$ cat src/rtl/assert_macros.svh
// Assertion macros for the module that checks its own logic.
`ifndef ASSERT_MACROS_SVH
`define ASSERT_MACROS_SVH

// Clocked implication check that is suspended while reset is high.
`define ASSERT_CLK(label, clk, rst, prop, msg) \
  label: assert property (@(posedge clk) disable iff (rst) prop) else $error(msg);

// Clocked check that also holds during reset.
`define ASSERT_ALWAYS(label, clk, prop, msg) \
  label: assert property (@(posedge clk) prop) else $error(msg);

`endif

$ cat src/rtl/nrmc_pkg.sv
// Package with the constants, types and helper functions of the RMC field extractor.
`timescale 1ns / 1ps

package nrmc_pkg;

  localparam int MAX_FIELD_LEN = 12;
  localparam int FIELD_LIMIT   = 12;
  localparam int KEPT_FIELDS   = 5;
  localparam int STORE_DEPTH   = KEPT_FIELDS * MAX_FIELD_LEN;
  localparam int ADDR_W        = $clog2(STORE_DEPTH);
  localparam int LEN_W         = $clog2(MAX_FIELD_LEN + 1);
  localparam int FN_W          = 4;
  localparam int SLOT_W        = $clog2(KEPT_FIELDS);
  localparam int POS_W         = 4;
  localparam int INVALID_LEN   = 8;
  localparam int VLEN_W        = 4;

  typedef logic [7:0] byte_t;

  localparam byte_t CH_DOLLAR = 8'h24;
  localparam byte_t CH_STAR   = 8'h2A;
  localparam byte_t CH_COMMA  = 8'h2C;
  localparam byte_t CH_A      = 8'h41;
  localparam byte_t CH_SEMI   = 8'h3B;

  localparam logic [FN_W-1:0] FN_VALIDITY = 4'd2;
  localparam logic [FN_W-1:0] FN_LAST     = FN_W'(FIELD_LIMIT - 1);

  typedef struct packed {
    logic              hit;
    logic [SLOT_W-1:0] slot;
  } slot_sel_t;

  typedef enum logic [1:0] {
    S_IDLE = 2'b01,
    S_EMIT = 2'b10
  } state_t;

  function automatic slot_sel_t slot_of(input logic [FN_W-1:0] fn);
    slot_sel_t sel;
    sel.hit  = 1'b1;
    sel.slot = '0;
    unique case (fn)
      4'd1:    sel.slot = SLOT_W'(0);
      4'd3:    sel.slot = SLOT_W'(1);
      4'd4:    sel.slot = SLOT_W'(2);
      4'd5:    sel.slot = SLOT_W'(3);
      4'd6:    sel.slot = SLOT_W'(4);
      default: sel.hit  = 1'b0;
    endcase
    return sel;
  endfunction

  function automatic byte_t invalid_char(input logic [2:0] idx);
    byte_t c;
    unique case (idx)
      3'd0:    c = 8'h49;
      3'd1:    c = 8'h6E;
      3'd2:    c = 8'h76;
      3'd3:    c = 8'h61;
      3'd4:    c = 8'h6C;
      3'd5:    c = 8'h69;
      3'd6:    c = 8'h64;
      default: c = 8'h0A;
    endcase
    return c;
  endfunction

  function automatic logic [ADDR_W-1:0] store_addr(input logic [SLOT_W-1:0] slot,
                                                   input logic [POS_W-1:0] pos);
    return ADDR_W'(ADDR_W'(slot) * ADDR_W'(MAX_FIELD_LEN) + ADDR_W'(pos));
  endfunction

endpackage

$ cat src/rtl/nrmc_in_if.sv
// Interface of the received byte channel.
`timescale 1ns / 1ps

interface nrmc_in_if;
  import nrmc_pkg::*;

  logic  valid;
  logic  ready;
  byte_t rx_byte;

  modport source (output valid, output rx_byte, input ready);
  modport sink (input valid, input rx_byte, output ready);
endinterface

$ cat src/rtl/nrmc_out_if.sv
// Interface of the formatted output byte channel.
`timescale 1ns / 1ps

interface nrmc_out_if;
  import nrmc_pkg::*;

  logic  valid;
  logic  ready;
  byte_t out_byte;
  logic  fix_valid;
  logic  last_of_run;

  modport source (output valid, output out_byte, output fix_valid, output last_of_run,
                  input ready);
  modport sink (input valid, input out_byte, input fix_valid, input last_of_run,
                output ready);
endinterface

$ cat src/rtl/nmea_rmc_field_extractor.sv
// Top level of the RMC field extractor: sentence parser, field RAM and run emitter.
//
// The rx channel takes one received character per transaction. Ordinary
// characters are taken in a single cycle each; rx.ready is high whenever the
// block is not fetching a run. A '*' inside a sentence starts a run on the tx
// channel: either the time, latitude, direction, longitude and direction
// fields joined by ';' (fix_valid high) or the text "Invalid" and a newline
// (fix_valid low), with last_of_run marking the final character.
// The run is read out of the field RAM, whose registered read is covered by
// a prefetch stage. A run holds up to 64 characters; after the first they
// follow one per cycle while the receiver is ready. rx.ready stays low until
// the last character has been issued to the prefetch stage.
// When the receiver stalls, the output register and the prefetch stage hold
// and fetching pauses; nothing is lost. Synchronous reset puts the block
// outside a sentence with all field lengths at zero; the field RAM needs no
// clearing since only bytes written in the current sentence are read.
`timescale 1ns / 1ps
`include "assert_macros.svh"

module nmea_rmc_field_extractor (
  input logic clk,
  input logic rst,
  nrmc_in_if.sink    rx,
  nrmc_out_if.source tx
);
  import nrmc_pkg::*;

  state_t             state;
  logic               capturing;
  logic [FN_W-1:0]    field_number;
  logic [LEN_W-1:0]   field_lengths [KEPT_FIELDS];
  logic [VLEN_W-1:0]  validity_length;
  logic               validity_is_a;

  logic               run_valid;
  logic               phase_sep;
  logic [SLOT_W-1:0]  cur_slot;
  logic [POS_W-1:0]   cur_pos;

  logic               p_valid;
  logic               p_from_mem;
  byte_t              p_char;
  logic               p_last;
  logic               p_fix;

  logic               out_valid;
  byte_t              out_byte;
  logic               out_fix;
  logic               out_last;

  logic               rx_fire;
  slot_sel_t          parse_sel;
  logic [SLOT_W-1:0]  len_idx;
  logic [LEN_W-1:0]   len_cur;
  logic               ram_we;
  logic [ADDR_W-1:0]  ram_wr_addr;
  logic               ram_rd_en;
  logic [ADDR_W-1:0]  ram_rd_addr;
  byte_t              ram_rd_data;

  logic               p_moves;
  logic               issue;
  logic               item;
  logic               item_mem;
  byte_t              item_char;
  logic               item_last;
  logic               run_done;
  logic               phase_sep_next;
  logic [SLOT_W-1:0]  cur_slot_next;
  logic [POS_W-1:0]   cur_pos_next;

  assign rx.ready       = (state == S_IDLE);
  assign rx_fire        = rx.valid && rx.ready;
  assign tx.valid       = out_valid;
  assign tx.out_byte    = out_byte;
  assign tx.fix_valid   = out_fix;
  assign tx.last_of_run = out_last;

  assign parse_sel = slot_of(field_number);
  assign len_idx   = (state == S_EMIT) ? cur_slot : parse_sel.slot;
  assign len_cur   = field_lengths[len_idx];

  assign ram_we = rx_fire && capturing && (rx.rx_byte != CH_DOLLAR)
                  && (rx.rx_byte != CH_STAR)
                  && !((rx.rx_byte == CH_COMMA) && (field_number < FN_LAST))
                  && (field_number != FN_VALIDITY) && parse_sel.hit
                  && (len_cur < LEN_W'(MAX_FIELD_LEN));
  assign ram_wr_addr = store_addr(parse_sel.slot, POS_W'(len_cur));

  assign p_moves     = p_valid && (!out_valid || tx.ready);
  assign issue       = (state == S_EMIT) && (!p_valid || p_moves);
  assign ram_rd_en   = issue && item_mem;
  assign ram_rd_addr = store_addr(cur_slot, cur_pos);

  nrmc_field_ram #(
    .DEPTH(STORE_DEPTH),
    .WIDTH(8)
  ) u_ram (
    .clk     (clk),
    .we      (ram_we),
    .wr_addr (ram_wr_addr),
    .wr_data (rx.rx_byte),
    .rd_en   (ram_rd_en),
    .rd_addr (ram_rd_addr),
    .rd_data (ram_rd_data)
  );

  always_comb begin
    item           = 1'b0;
    item_mem       = 1'b0;
    item_char      = CH_SEMI;
    item_last      = 1'b0;
    run_done       = 1'b0;
    phase_sep_next = phase_sep;
    cur_slot_next  = cur_slot;
    cur_pos_next   = cur_pos;
    if (run_valid) begin
      if (phase_sep) begin
        item      = 1'b1;
        item_last = (cur_slot == SLOT_W'(KEPT_FIELDS - 1)) && (len_cur == '0);
        if (len_cur == '0) begin
          if (cur_slot == SLOT_W'(KEPT_FIELDS - 1)) begin
            run_done = 1'b1;
          end else begin
            cur_slot_next = cur_slot + SLOT_W'(1);
          end
        end else begin
          phase_sep_next = 1'b0;
          cur_pos_next   = '0;
        end
      end else if (len_cur == '0) begin
        cur_slot_next  = cur_slot + SLOT_W'(1);
        phase_sep_next = 1'b1;
      end else begin
        item      = 1'b1;
        item_mem  = 1'b1;
        item_last = (cur_slot == SLOT_W'(KEPT_FIELDS - 1))
                    && (cur_pos == POS_W'(len_cur - LEN_W'(1)));
        if (cur_pos == POS_W'(len_cur - LEN_W'(1))) begin
          if (cur_slot == SLOT_W'(KEPT_FIELDS - 1)) begin
            run_done = 1'b1;
          end else begin
            cur_slot_next  = cur_slot + SLOT_W'(1);
            phase_sep_next = 1'b1;
          end
        end else begin
          cur_pos_next = cur_pos + POS_W'(1);
        end
      end
    end else begin
      item         = 1'b1;
      item_char    = invalid_char(cur_pos[2:0]);
      item_last    = (cur_pos == POS_W'(INVALID_LEN - 1));
      run_done     = item_last;
      cur_pos_next = cur_pos + POS_W'(1);
    end
  end

  always_ff @(posedge clk) begin
    if (p_moves) begin
      out_byte <= p_from_mem ? ram_rd_data : p_char;
      out_fix  <= p_fix;
      out_last <= p_last;
    end
    if (issue && item) begin
      p_from_mem <= item_mem;
      p_char     <= item_char;
      p_last     <= item_last;
      p_fix      <= run_valid;
    end
    if (issue) begin
      phase_sep <= phase_sep_next;
      cur_slot  <= cur_slot_next;
      cur_pos   <= cur_pos_next;
    end
    if (rx_fire && capturing && (rx.rx_byte == CH_STAR)) begin
      run_valid <= validity_is_a && (validity_length == VLEN_W'(1));
      phase_sep <= 1'b0;
      cur_slot  <= '0;
      cur_pos   <= '0;
    end
  end

  always_ff @(posedge clk) begin
    if (rst) begin
      state           <= S_IDLE;
      capturing       <= 1'b0;
      field_number    <= '0;
      validity_length <= '0;
      validity_is_a   <= 1'b0;
      p_valid         <= 1'b0;
      out_valid       <= 1'b0;
      for (int i = 0; i < KEPT_FIELDS; i++) begin
        field_lengths[i] <= '0;
      end
    end else begin
      if (p_moves) begin
        out_valid <= 1'b1;
      end else if (out_valid && tx.ready) begin
        out_valid <= 1'b0;
      end
      if (issue && item) begin
        p_valid <= 1'b1;
      end else if (p_moves) begin
        p_valid <= 1'b0;
      end
      unique case (state)
        S_IDLE: begin
          if (rx_fire) begin
            if (rx.rx_byte == CH_DOLLAR) begin
              capturing       <= 1'b1;
              field_number    <= '0;
              validity_length <= '0;
              validity_is_a   <= 1'b0;
              for (int i = 0; i < KEPT_FIELDS; i++) begin
                field_lengths[i] <= '0;
              end
            end else if (capturing) begin
              if (rx.rx_byte == CH_STAR) begin
                capturing <= 1'b0;
                state     <= S_EMIT;
              end else if ((rx.rx_byte == CH_COMMA) && (field_number < FN_LAST)) begin
                field_number <= field_number + FN_W'(1);
              end else if (field_number == FN_VALIDITY) begin
                if (validity_length == '0) begin
                  validity_is_a <= (rx.rx_byte == CH_A);
                end
                if (validity_length != '1) begin
                  validity_length <= validity_length + VLEN_W'(1);
                end
              end else if (ram_we) begin
                field_lengths[parse_sel.slot] <= len_cur + LEN_W'(1);
              end
            end
          end
        end
        S_EMIT: begin
          if (issue && run_done) begin
            state           <= S_IDLE;
            field_number    <= '0;
            validity_length <= '0;
            validity_is_a   <= 1'b0;
            for (int i = 0; i < KEPT_FIELDS; i++) begin
              field_lengths[i] <= '0;
            end
          end
        end
        default: begin
          state <= S_IDLE;
        end
      endcase
    end
  end

  `ASSERT_CLK(a_no_write_in_run, clk, rst, ram_we |-> (state == S_IDLE), "RAM written during a run")
  `ASSERT_CLK(a_run_starts, clk, rst, (rx_fire && capturing && (rx.rx_byte == CH_STAR)) |=> ((state == S_EMIT) && (cur_pos == '0) && (cur_slot == '0)), "Run did not start after end of sentence")
  `ASSERT_CLK(a_run_ends, clk, rst, (issue && item && item_last) |=> ((state == S_IDLE) && p_valid && p_last), "Last character fetched but run not closed")

endmodule

$ cat src/rtl/nrmc_field_ram.sv
// Single write port, single read port RAM with a registered read.
`timescale 1ns / 1ps

module nrmc_field_ram #(
  parameter int DEPTH = 60,
  parameter int WIDTH = 8
) (
  input  logic                     clk,
  input  logic                     we,
  input  logic [$clog2(DEPTH)-1:0] wr_addr,
  input  logic [WIDTH-1:0]         wr_data,
  input  logic                     rd_en,
  input  logic [$clog2(DEPTH)-1:0] rd_addr,
  output logic [WIDTH-1:0]         rd_data
);

  logic [WIDTH-1:0] mem [DEPTH];

  always_ff @(posedge clk) begin
    if (we) begin
      mem[wr_addr] <= wr_data;
    end
  end

  always_ff @(posedge clk) begin
    if (rd_en) begin
      rd_data <= mem[rd_addr];
    end
  end

endmodule

$ cat src/flat_wrapper.sv
// flat-port wrapper written by rule: the top's interface ports become plain ports
module nmea_rmc_field_extractor_flat import nrmc_pkg::*;
  (clk, rst, rx_valid, rx_rx_byte, rx_ready, tx_valid, tx_out_byte, tx_fix_valid, tx_last_of_run, tx_ready);
  nrmc_in_if rx_i ();
  nrmc_out_if tx_i ();
  input logic clk;
  input logic rst;
  input wire logic [$bits(rx_i.valid)-1:0] rx_valid;
  input wire logic [$bits(rx_i.rx_byte)-1:0] rx_rx_byte;
  output wire logic [$bits(rx_i.ready)-1:0] rx_ready;
  output wire logic [$bits(tx_i.valid)-1:0] tx_valid;
  output wire logic [$bits(tx_i.out_byte)-1:0] tx_out_byte;
  output wire logic [$bits(tx_i.fix_valid)-1:0] tx_fix_valid;
  output wire logic [$bits(tx_i.last_of_run)-1:0] tx_last_of_run;
  input wire logic [$bits(tx_i.ready)-1:0] tx_ready;
  assign rx_i.valid = rx_valid;
  assign rx_i.rx_byte = rx_rx_byte;
  assign rx_ready = rx_i.ready;
  assign tx_valid = tx_i.valid;
  assign tx_out_byte = tx_i.out_byte;
  assign tx_fix_valid = tx_i.fix_valid;
  assign tx_last_of_run = tx_i.last_of_run;
  assign tx_i.ready = tx_ready;
  nmea_rmc_field_extractor u_core (.clk(clk), .rst(rst), .rx(rx_i), .tx(tx_i));
endmodule
$ cat config.mk
export PLATFORM = sky130hd
export DESIGN_NAME = nmea_rmc_field_extractor_flat
export DESIGN_NICKNAME = d
export VERILOG_FILES = /design/src/rtl/nrmc_pkg.sv /design/src/rtl/nrmc_in_if.sv /design/src/rtl/nrmc_out_if.sv /design/src/rtl/nmea_rmc_field_extractor.sv /design/src/rtl/nrmc_field_ram.sv /design/src/flat_wrapper.sv
export VERILOG_INCLUDE_DIRS = /design/src /design/src/rtl
export SDC_FILE = /design/constraint.sdc
export NUM_CORES = 1
export LEC_CHECK = 0
export BUFFER_PORTS_ARGS = -buffer_cell sky130_fd_sc_hd__clkbuf_2
export CAP_MARGIN = 40
export CORE_MARGIN = 8
export CORE_UTILIZATION = 38
export DETAILED_ROUTE_END_ITERATION = 12
export GPL_TIMING_DRIVEN = 0
export RECOVER_POWER = 100
export SYNTH_ARGS = -nofsm -noshare
export SYNTH_HDL_FRONTEND = slang
export SYNTH_SLANG_ARGS = --single-unit
$ cat constraint.sdc
create_clock -name clk -period 9.67 [get_ports clk]
set_input_delay 0.4835 -clock clk [delete_from_list [all_inputs] [get_ports clk]]
set_output_delay 0.4835 -clock clk [all_outputs]
set_load 0.01 [all_outputs]
After elaboration in Yosys (flattened, before gate mapping)

Memory sizes are Yosys's and may differ from the RTL's. A register that Yosys moved wholly into a read port is not among the register bits.
Cells that the tools add are included.

Bits in registers: 44
Memory bits (writable): 500
Word-level logic and storage cells: 230
Memories kept: 2

Memory list:

| name                 | words | bits a word | read ports | clocked after Yosys merged registers in | write ports | line                           | source |
|---|---|---|---|---|---|---|---|
| u_core.u_ram.mem     | 60    | 8           | 1          | 1                                       | 1           | nrmc_field_ram.sv:17           | `logic [WIDTH-1:0] mem [DEPTH];` |
| u_core.field_lengths | 5     | 4           | 1          | 0                                       | 5           | nmea_rmc_field_extractor.sv:31 | `logic [LEN_W-1:0] field_lengths [KEPT_FIELDS];` |

$add $sub $neg: 8
$mul: 2
$lt $le $gt $ge: 2
Equality and inequality tests: 41
Muxes and demuxes: 106
Bitwise operators: 10
Reduce and logical (&&, ||, !) cells: 41

Operators with widths:

| kind                                                  | number |
|---|---|
| two-way mux 4 bit                                     | 29 |
| two-way mux 1 bit                                     | 58 |
| case mux 7 bit (7 select lines)                       | 1 |
| equality test 8 x 6 -> 1 bit, second input constant   | 3 |
| inequality test 3 bit, second input constant          | 8 |
| two-way mux 3 bit                                     | 7 |
| logical AND 1 bit                                     | 19 |
| adder 4 x 1 -> 4 bit, second input constant           | 4 |
| equality test 4 x 3 -> 1 bit, second input constant   | 4 |
| inequality test 8 x 6 -> 1 bit, second input constant | 2 |
| case mux 4 bit (2 select lines)                       | 2 |
| AND reduction 8 bit                                   | 2 |
| inequality test 2 bit, second input constant          | 7 |
| adder 6 x 4 -> 6 bit                                  | 2 |
| equality test 3 bit, second input constant            | 4 |
| case mux 3 bit (4 select lines)                       | 1 |
| two-way mux 2 bit                                     | 5 |
| bitwise OR 1 bit                                      | 10 |
| equality test 4 x 1 -> 1 bit, second input constant   | 2 |
| equality test 4 x 2 -> 1 bit, second input constant   | 2 |
| equality test 8 x 7 -> 1 bit, second input constant   | 1 |
| logical NOT 4 bit                                     | 2 |
| less-than comparator 4 bit, second input constant     | 2 |
| multiplier 3 x 2 -> 4 bit, second input constant      | 2 |
| other kinds (23)                                      | 31 |

Depth between registers and ports, before layout

Gate-level depths: netlist of run 1.

Depth in word-level cells: 21
Depth in mapped cells: 17
Mapped depth without buffers: 15

Hierarchy

Synthesis of run 1 repeated with hierarchy kept, for this count alone.

Cell total of the unflattened synthesis: 1317
Area, all modules: 23475.0 sq um

Modules (own cells, without submodules):

| module                   | instances | cells an instance | area an instance (sq um) |
|---|---|---|---|
| nrmc_field_ram           | 1         | 890               | 19024.5 |
| nmea_rmc_field_extractor | 1         | 427               | 4450.5 |

Worst setup path before layout of run 1

No wires, ideal clock.

Path type: reg2reg
Start: register u_core.cur_slot[0]
End: register u_core.u_ram.rd_data[0], read port of u_core.u_ram.mem (data pin)
Library setup time: 272 ps
Arrival time: 3662 ps
Data required time: 9398 ps
Setup slack: 5736 ps
Cell stages (with the launch flop): 9
Buffers on the path: 2
Cell sequence: dfxtp_1 clkbuf_1 inv_1 ha_1 fa_1 xor2_1 clkbuf_1 mux4_2 mux4_2

Word-level cells in the longest chain between the ends: 7
Elaborated cells on any way between the ends: 9
Classes of those cells: add/sub: 1; mul: 1; mux: 4; reduce/logical: 2; memory: 1

Ends and longest elaborated chain:

| what                                                         | line                            | source |
|---|---|---|
| start, declared                                              | nmea_rmc_field_extractor.sv:37  | `logic [SLOT_W-1:0] cur_slot;` |
| start signal, assigned                                       | nmea_rmc_field_extractor.sv:173 | `cur_slot <= cur_slot_next;` |
| branches (longest 7 deep; another with adder 6 x 4 -> 6 bit) | n/a                             |  |
| end, declared                                                | nrmc_field_ram.sv:14            | `output logic [WIDTH-1:0] rd_data` |

Parallel ways; which one is timed is not known.
A chain may end at the register's enable or synchronous reset.

==> run summary, run 1 <==
Core Util, Final = 43.8%
First-pass DRT Iterations = 5
Worst slew pin tran = 1900 ps
DR WL met2 = 24400 um
Die area = 69000 um^2
Top-Level Pins = 24
Post-CTS setup buffer count = 0
Post-layout net count = 1384
Clock root cell = clkbuf_16
Worst EP required = 9970 ps
First-pass GRT wire length = 78500 um
Vias in the first global route = 11920
Synth Area per Inst = 18.8 um^2
Die X = 263 um
Fill cell count = 5169
Aggregate global routing overflow = 0
Post-synth cell types = 63
Total core area = 60200 um^2
Multi-input gate area = 6110 um^2
Seq cells post-synth = 563
Hold crit path type = in -> reg
Post-route ant nets = 0
Cell taking the most area after synthesis = edfxtp_1
Post-synth EDFFs = 541
Final Hold Fails = 0
Initial drt markers = 1130
Count of pins over their slew limit = 290
Total GRT Usage = 14.9%
Crit end category = flip-flop
Asr flop ratio synth = 0%
Worst-Skew Late Latency = 610 ps
Cell count after synthesis = 1228
Syn Nets = 1269
DRC viols = 0
Inst Count DP = 2064
Setup CP Type = reg -> reg
Leakage = 8.27 nW
Worst Setup Slack, final = 3950 ps
Placement row count = 90
CTS resizes = 0
CTS sink cnt = 563
Max_slew headroom = -26.6%
Largest net degree at the start of global routing = 43
Clock transition at the registers of the reported paths = 60 ps
P per Cell Area = 203 nW/um^2
RSZ-0062 raised after global routing = false
Die Y = 263 um
H-tree Lvls = 2
Port bufs = 22
Vias per cell = 5.42
CTS tree = built
Largest cells by area after synthesis = edfxtp_1, mux4_2, nor2_1
Setup violators final = 0
Proportion of layout cells with a drive suffix above 1 = 19.7%
Critical Path Start Type = flip-flop
Fmax = 175 MHz
WL/cell = 23.9 um
Register area = 16700 um^2
Commonest cells post-synth = edfxtp_1, mux4_2, nor2_1
P&R area growth vs syn = 14.2%
Vias post-DR = 11770
Fin crit share = 59.2%
Maximum clock path buffer count = 3
Metal3 WL = 3550 um
Overall power = 0.00536 W
TNS Setup = 0 ps
Max Cap Viol = 8
Critical path arrival = 6020 ps
Yosys Warn Count = 0
CTS buffer count = 58
Post-route minimum period = 5720 ps
Initial antenna violation count = 2
Initial core utilization = 38.4%
Setup Skew = 24.6 ps
Worst vdd ir = 123 uV
Status = finished with violations
Worst-path maximum fanout = 14
Hold buffers post-CTS = 0
Highest Signal Layer = met4
Dpl hpwl = 35200 um
Failing checks = capacitance limit, slew limit
Yosys top cell area share = 70.2%
Final cell count without fillers = 2173
Register area share after synthesis = 72.1%
Cell with the most instances after synthesis = edfxtp_1
Dpl ws = 4660 ps
Synthesized area = 23100 um^2
Detailed Route WL = 52000 um
Met1 wire length = 22800 um
Main synth FF type = edfxtp_1
GP Congestion = 0.821
-- power by group --
part / total, W / internal [W] / leakage [nW] / switching [W]
Sequential: 0.00268 / 0.00268 / 5.06 / 0.00000283
Clock: 0.00232 / 0.00139 / 0.975 / 0.000927
Combinational: 0.000356 / 0.000157 / 2.24 / 0.000199
-- state kept, by name (all words and copies together) (netlist names) --
register                count
u_core.capturing            1
u_core.cur_pos              4
u_core.tx.out_byte          8
u_core.field_lengths       32
u_core.cur_slot             3
u_core.state                2
u_core.tx.last_of_run       1
u_core.tx.valid             1
u_core.u_ram.rd_data        8
u_core.p_fix                1
u_core.u_ram.mem          480
u_core.p_char               7
u_core.p_valid              1
u_core.p_from_mem           1
u_core.validity_is_a        1
u_core.tx.fix_valid         1
u_core.validity_length      4
u_core.phase_sep            1
u_core.run_valid            1
u_core.p_last               1
u_core.field_number         4
-- cells in the final DEF (no fill, tap or decap), drive strengths merged, types with 11 or more instances in the layout --
master,count
a21oi,21
and2,15
buf,30
clkbuf,149
clkinv,25
dfxtp,22
edfxtp,541
ha,25
inv,28
mux2i,32
mux4,148
nand2,47
nor2,119
nor2b,11
o21ai,26
-- final cells by class --
class	count	area share, %
antenna	2	0.0189
buffer	57	0.843
clock buffer	67	5.78
clock inverter	39	1.71
inverter	25	0.355
multi-input combinational	583	23.1
sequential	563	63.2
tap	782	3.70
timing repair buffer	55	1.32
-- kinds of logic after synthesis --
| logic type | Yosys count | share of synthesized area, % |
|---|---|---|
| DFF | 563 | 72.1 |
| and+or+nand+nor | 258 | 5.27 |
| muxes | 189 | 16.3 |
| AOI/OAI and AO/OA | 91 | 2.59 |
| buffers and inverters | 82 | 1.42 |
| adders and majority gates | 29 | 1.70 |
| xor gates and xnor gates | 16 | 0.606 |
-- critical path, cell delays in order, from the launching register on --
cell and delay [ps]:
dfxtp_1 350, inv_1 100, ha_1 220, nor2_1 100, o31ai_1 330, clkbuf_1 620, mux2i_1 280, o22ai_1 160
nor2_1 680, ha_1 460, xnor2_1 170, nor4b_1 590, and3b_1 240, a21o_1 170, a211o_1 240, clkbuf_1 400
nand2b_1 300
-- per-stage QoR --
step	area (um^2)	hold WS, ps
finish	26400	195
global route	26400	225
CTS	26600	162
detailed placement	24700	405
global placement	24200	403
floorplan	23100	400
-- per-layer routing --
layer	GRT usage, %	vias to the layer above
met1	20.6	6140
met3	3.59	80
met5	0	-
met4	3.86	0
met2	23.7	385
li1	-	5165
-- final timing paths --
| check | startpoint | to | slack [ps] | cells past startpoint |
|---|---|---|---|---|
| setup / recovery | u_core.field_number[1] | u_core.field_lengths[2][3] | 3950 | 16 |
| hold / removal | tx_ready | u_core.tx.valid | 190 | 4 |
| setup reg to reg | u_core.field_number[1] | u_core.field_lengths[2][3] | 3950 | 16 |
| hold reg to reg | u_core.p_last | u_core.tx.last_of_run | 420 | 0 |
Note: power is estimated with default switching activity, not from simulation.
==> inputs of run 2 (changes only) <==
==> constraint.sdc (replaced) <==
create_clock -name clk -period 5.13 [get_ports clk]
set_input_delay 0.2565 -clock clk [delete_from_list [all_inputs] [get_ports clk]]
set_output_delay 0.2565 -clock clk [all_outputs]
set_load 0.01 [all_outputs]
==> run summary, run 2 (synthesized netlist as in run 1, its figures left out) <==
Status = finished with violations (unchanged)
Failing checks = capacitance limit, slew limit (unchanged)
Largest net degree at the start of global routing = 43 (unchanged)
Aggregate global routing overflow = 0 (unchanged)
Most flops, register = u_core.u_ram.mem (unchanged)
CTS sink cnt = 563 (unchanged)
Post-layout net count = 1387 (was 1384)
WL/cell = 23.9 um (about the same)
Met1 GRT Util = 20.6% (about the same)
GRT met2 Usage = 23.7% (about the same)
Worst-path maximum fanout = 8 (was 14)
Vias post-DR = 11799 (was 11770)
Flop2flop setup slack = 270 ps (was 3950 ps)
Final Hold Fails = 0 (unchanged)
Die Y = 263 um (unchanged)
Initial drt markers = 1126 (was 1130)
Dpl hpwl = 35200 um (unchanged)
Vias in the first global route = 11932 (was 11920)
Core Util, Final = 44.0% (was 43.8%)
Top cell by count, worst path = nor2_1
Total GRT Usage = 14.9% (about the same)
Critical path's largest stage delay = 740 ps (was 680 ps)
Post-route ant nets = 0 (unchanged)
Hold crit path type = in -> reg (unchanged)
Fmax = 206 MHz (was 175 MHz)
Setup CP Type = reg -> reg (unchanged)
Vias per cell = 5.42 (about the same)
Clock root cell = clkbuf_16 (unchanged)
Worst vdd ir = 232 uV (was 123 uV)
Critical path arrival = 5090 ps (was 6020 ps)
Total core area = 60200 um^2 (unchanged)
Critical path's slowest cell = nor2_1 (unchanged)
Top-Level Pins = 24 (unchanged)
First-pass DRT Iterations = 7 (was 5)
TNS Setup = 0 ps (unchanged)
Setup violators final = 0 (unchanged)
Fill cell count = 5148 (was 5169)
Max reg flops = 480 (unchanged)
Gr busiest metal = met2 (unchanged)
Initial antenna violation count = 2 (unchanged)
Proportion of layout cells with a drive suffix above 1 = 21.0% (was 19.7%)
CTS tree = built (unchanged)
Initial core utilization = 38.4% (unchanged)
Worst-Skew Late Latency = 610 ps (about the same)
Critical Path Start Type = flip-flop (unchanged)
Max_slew headroom = -21.8% (was -26.6%)
Post-CTS setup buffer count = 0 (unchanged)
Max Cap Viol = 7 (was 8)
Post-route minimum period = 4860 ps (was 5720 ps)
Regs by FF count = u_core.u_ram.mem x480, u_core.field_lengths x32 (unchanged)
Leakage = 8.33 nW (was 8.27 nW)
P&R area growth vs syn = 14.6% (was 14.2%)
Crit end category = flip-flop (unchanged)
DRC viols = 0 (unchanged)
Die area = 69000 um^2 (unchanged)
P per Cell Area = 381 nW/um^2 (was 203 nW/um^2)
Worst slew pin tran = 1830 ps (was 1900 ps)
Commonest non-fill, non-tap cell in the layout = edfxtp_1 (unchanged)
CTS buffer count = 58 (unchanged)
Detailed Route WL = 52100 um (was 52000 um)
GP Congestion = 0.821 (unchanged)
Clock transition at the registers of the reported paths = 60 ps (about the same)
Setup Skew = 25.1 ps (was 24.6 ps)
Maximum clock path buffer count = 3 (unchanged)
RSZ-0062 raised after global routing = true (was false)
Cell Chain, Critical Path = inv_1 > ha_1 > mux2i_2 > o311ai_0 > a221oi_1 > o21a_1 > or3_1 > clkbuf_1 > ha_1 > a21oi_1 > nor2_1 > xnor2_1 > inv_1 > nor2_1 > nand2_1 > nor2_1 (was inv_1 > ha_1 > nor2_1 > o31ai_1 > clkbuf_1 > mux2i_1 > o22ai_1 > nor2_1 > ha_1 > xnor2_1 > nor4b_1 > and3b_1 > a21o_1 > a211o_1 > clkbuf_1 > nand2b_1)
Die X = 263 um (unchanged)
Count of pins over their slew limit = 254 (was 290)
Port bufs = 22 (unchanged)
Fin crit share = 94.7% (was 59.2%)
First-pass GRT wire length = 78600 um (was 78500 um)
H-tree Lvls = 2 (unchanged)
Highest-count cells in the layout ignoring fill and taps = edfxtp_1, mux4_2, nor2_1 (unchanged)
GRT met3 Usage = 3.60% (was 3.59%)
Placement row count = 90 (unchanged)
Worst EP required = 5360 ps (was 9970 ps)
[run 2: power by group]
| part | switching, W | leakage, nW | total, W | internal [W] |
|---|---|---|---|---|
| clock | 0.00175 | 0.975 | 0.00438 | 0.00263 |
| sequential | 0.00000539 | 5.06 | 0.00505 | 0.00505 |
| combinational | 0.000377 | 2.30 | 0.000677 | 0.000300 |
[run 2: metrics by stage]
| step | setup WS [ps] | cells | hold WS (ps) | total power, W | area [um^2] |
|---|---|---|---|---|---|
| after global routing | -146 | 2174 | 59.7 | 0.0104 | 26500 |
| after CTS | 75.7 | 2173 | 12.2 | 0.0102 | 26700 |
| after global placement | 112 | 2032 | 403 | 0.00579 | 24200 |
| after detailed placement | 120 | 2064 | 405 | 0.00584 | 24700 |
| after floorplan | 1200 | 1228 | 355 | 0.00555 | 23100 |
| final | 269 | 2176 | 73.1 | 0.0101 | 26500 |
[run 2: layout make-up]
cell class	count	area, um^2	area share, %
clock buffer	67	1530	5.76
tap	782	978	3.69
timing repair buffer	58	403	1.52
buffer	57	231	0.873
clock inverter	39	450	1.70
inverter	25	93.8	0.354
antenna	2	5.00	0.0189
multi-input combinational	583	6140	23.1
sequential	563	16700	62.9
[run 2: critical path: cells and delay by family, from the launching register on]
kind,cells,cell delay [ps]
and+or+nand+nor,5,1370
AOI/OAI and AO/OA,4,1010
adders and majority gates,2,510
muxes,1,430
buffers and inverters,3,410
DFF,1,400
xor gates and xnor gates,1,330
[run 2: path summary, 6_finish.rpt]
path | cells after the start | startpoint | to
max | 16 | u_core.field_number[1] | u_core.u_ram.mem[15][3]
min | 5 | rx_valid | u_core.capturing
max reg2reg | 16 | u_core.field_number[1] | u_core.u_ram.mem[15][3]
min reg2reg | 0 | u_core.p_last | u_core.tx.last_of_run
[run 2: metal layers]
metal	wire [um]	share of wire [%]
met1	23000	44
met2	24400	47
met3	3460	6.6
met4	1250	2.4
met5	0	0
[run 2: what timing repair did]
action	CTS	global route
endpoints found under the setup margin	0	111
endpoints found under the hold margin	2	0
hold buffers	3	0
gates resized for setup	0	7
==> inputs of run 3 (changes only) <==
--- a/config.mk
+++ b/config.mk
@@ -9,9 +9,10 @@
 export BUFFER_PORTS_ARGS = -buffer_cell sky130_fd_sc_hd__clkbuf_2
 export CAP_MARGIN = 40
 export CORE_MARGIN = 8
-export CORE_UTILIZATION = 38
+export CORE_UTILIZATION = 51
 export DETAILED_ROUTE_END_ITERATION = 12
 export GPL_TIMING_DRIVEN = 0
+export PLACE_DENSITY = 0.69
 export RECOVER_POWER = 100
 export SYNTH_ARGS = -nofsm -noshare
 export SYNTH_HDL_FRONTEND = slang
==> run summary, run 3 (synthesized netlist as in run 1, its figures left out) <==
Most flops, register = u_core.u_ram.mem (unchanged)
Commonest non-fill, non-tap cell in the layout = edfxtp_1 (unchanged)
Post-route minimum period = 4770 ps (was 4860 ps)
Crit Reg-Reg Endpoint = u_core.u_ram.mem[15][3] (unchanged)
Hold crit path type = in -> reg (unchanged)
H-tree Lvls = 2 (unchanged)
Worst slew pin tran = 1930 ps (was 1830 ps)
Largest net degree at the start of global routing = 47 (was 43)
Initial antenna violation count = 0 (was 2)
Die X = 229 um (was 263 um)
Worst-path maximum fanout = 8 (unchanged)
Total GRT Usage = 18.7% (was 14.9%)
Max reg flops = 480 (unchanged)
DRC viols = 0 (unchanged)
Inst Count DP = 1878 (was 2064)
CTS tree = built (unchanged)
Failing checks = capacitance limit, slew limit (unchanged)
Max_slew headroom = -28.7% (was -21.8%)
Proportion of layout cells with a drive suffix above 1 = 19.1% (was 21.0%)
P&R area growth vs syn = 11.9% (was 14.6%)
Post-layout net count = 1377 (was 1387)
Multi-input gate area = 6130 um^2 (was 6140 um^2)
Placement row count = 78 (was 90)
Maximum clock path buffer count = 3 (unchanged)
Critical Path Start Type = flip-flop (unchanged)
P per Cell Area = 365 nW/um^2 (was 381 nW/um^2)
Regs by FF count = u_core.u_ram.mem x480, u_core.field_lengths x32 (unchanged)
Hold Path Origin = rst (was rx_valid)
Critical path's slowest cell = nor2_1 (unchanged)
Top cell by count, worst path = nor2_1 (unchanged)
Die area = 52400 um^2 (was 69000 um^2)
Count of pins over their slew limit = 232 (was 254)
Dpl hpwl = 33100 um (was 35200 um)
Vias in the first global route = 11907 (was 11932)
Top-Level Pins = 24 (unchanged)
Fill cell count = 3395 (was 5148)
First-pass DRT Iterations = 5 (was 7)
Worst vdd ir = 251 uV (was 232 uV)
Vias post-DR = 11665 (was 11799)
CTS sink cnt = 563 (unchanged)
Clock root cell = clkbuf_16 (unchanged)
Max Cap Viol = 7 (unchanged)
Setup crit end = u_core.u_ram.mem[15][3] (unchanged)
Worst-Skew Late Latency = 610 ps (about the same)
Register area = 16700 um^2 (unchanged)
Setup violators final = 0 (unchanged)
Vias per cell = 5.89 (was 5.42)
Top delay family on crit path = simple AND/OR/NAND/NOR gates (unchanged)
GP Congestion = 0.900 (was 0.821)
Crit path launch = u_core.field_number[1] (unchanged)
Crit end category = flip-flop (unchanged)
WL/cell = 24.5 um (was 23.9 um)
Final Hold Fails = 0 (unchanged)
First-pass GRT wire length = 74000 um (was 78600 um)
Leakage = 8.12 nW (was 8.33 nW)
Die Y = 229 um (was 263 um)
Total core area = 45100 um^2 (was 60200 um^2)
Initial core utilization = 51.3% (was 38.4%)
Critical path arrival = 5010 ps (was 5090 ps)
Worst EP required = 5370 ps (was 5360 ps)
Post-route ant nets = 0 (unchanged)
Clock transition at the registers of the reported paths = 60 ps (about the same)
Setup Skew = 18.9 ps (was 25.1 ps)
Highest-count cells in the layout ignoring fill and taps = edfxtp_1, mux4_2, nor2_1 (unchanged)
Flop2flop setup slack = 360 ps (was 270 ps)
Status = finished with violations (unchanged)
Core Util, Final = 57.4% (was 44.0%)
RSZ-0062 raised after global routing = true (unchanged)
# diodes = 0 (was 2)
Port bufs = 22 (unchanged)
Fmax = 210 MHz (was 206 MHz)
Worst r2r path cells = 16 (unchanged)
Detailed Route WL = 48600 um (was 52100 um)
Initial drt markers = 1177 (was 1126)
Setup CP Type = reg -> reg (unchanged)
Fin crit share = 93.0% (was 94.7%)
Critical path's largest stage delay = 720 ps (was 740 ps)
CTS buffer count = 54 (was 58)
Buf+Inv Stages, Crit Path = 3 (unchanged)
Critical path depth in cells = 16 (unchanged)
Aggregate global routing overflow = 0 (unchanged)
Cell Chain, Critical Path = inv_1 > ha_1 > mux2i_2 > o311ai_0 > a221oi_1 > o21a_1 > or3_1 > clkbuf_1 > ha_1 > a21oi_1 > nor2_1 > xnor2_1 > inv_1 > nor2_1 > nand2_1 > nor2_1 (unchanged)
FF-to-FF Start = u_core.field_number[1] (unchanged)
Overall power = 0.00945 W (was 0.0101 W)
Final cell count without fillers = 1979 (was 2176)
run 3: layout make-up:
type	instances	area share, %
plain buffers	57	0.894
clock buffers	68	5.42
clock inverters	31	1.01
inverters	25	0.362
multi-input cells	583	23.7
flip-flops and latches	563	64.5
well taps	600	2.90
repair buffers	52	1.28
run 3: worst min path at each step:
stage / cells past startpoint / end
2_1_floorplan: 0 / u_core.u_ram.mem[0][0]
3_3_place_gp: 0 / u_core.tx.fix_valid
3_5_place_dp: 0 / u_core.tx.last_of_run
4_1_cts: 2 / u_core.tx.valid
5_1_grt: 2 / u_core.p_valid
6_report: 2 / u_core.tx.valid
run 3: routing by layer:
layer,GRT usage [%],part of all wire (%),vias to the layer above
li1,-,-,5163
met1,24.5,41,6004
met2,30.6,49,417
met3,4.31,7.3,81
met4,6.24,3.1,0
met5,0,0,-
run 3: metrics by stage:
step | area (um^2) | hold slack (ps) | setup WS (ps) | TNS [ps]
detailed placement | 24400 | 408 | 258 | 0
finish | 25900 | 40.8 | 362 | 0
global placement | 24000 | 402 | 203 | 0
floorplan | 23100 | 355 | 1200 | 0
CTS | 26000 | 21.9 | 229 | 0
global route | 25900 | 84.4 | -7.16 | -34.2
run 3: power by group:
part / switching [W] / internal (W) / leakage (nW)
Sequential: 0.00000572 / 0.00505 / 5.06
Combinational: 0.000362 / 0.000293 / 2.25
Clock: 0.00165 / 0.00209 / 0.814
Total: 0.00202 / 0.00743 / 8.12
run 3: repair_timing:
action,4_1_cts,5_1_grt
hold buffers,1,0
setup buffers,0,0
hold endpoints to repair,2,0
gates resized for setup,0,4
setup endpoints to repair,0,29
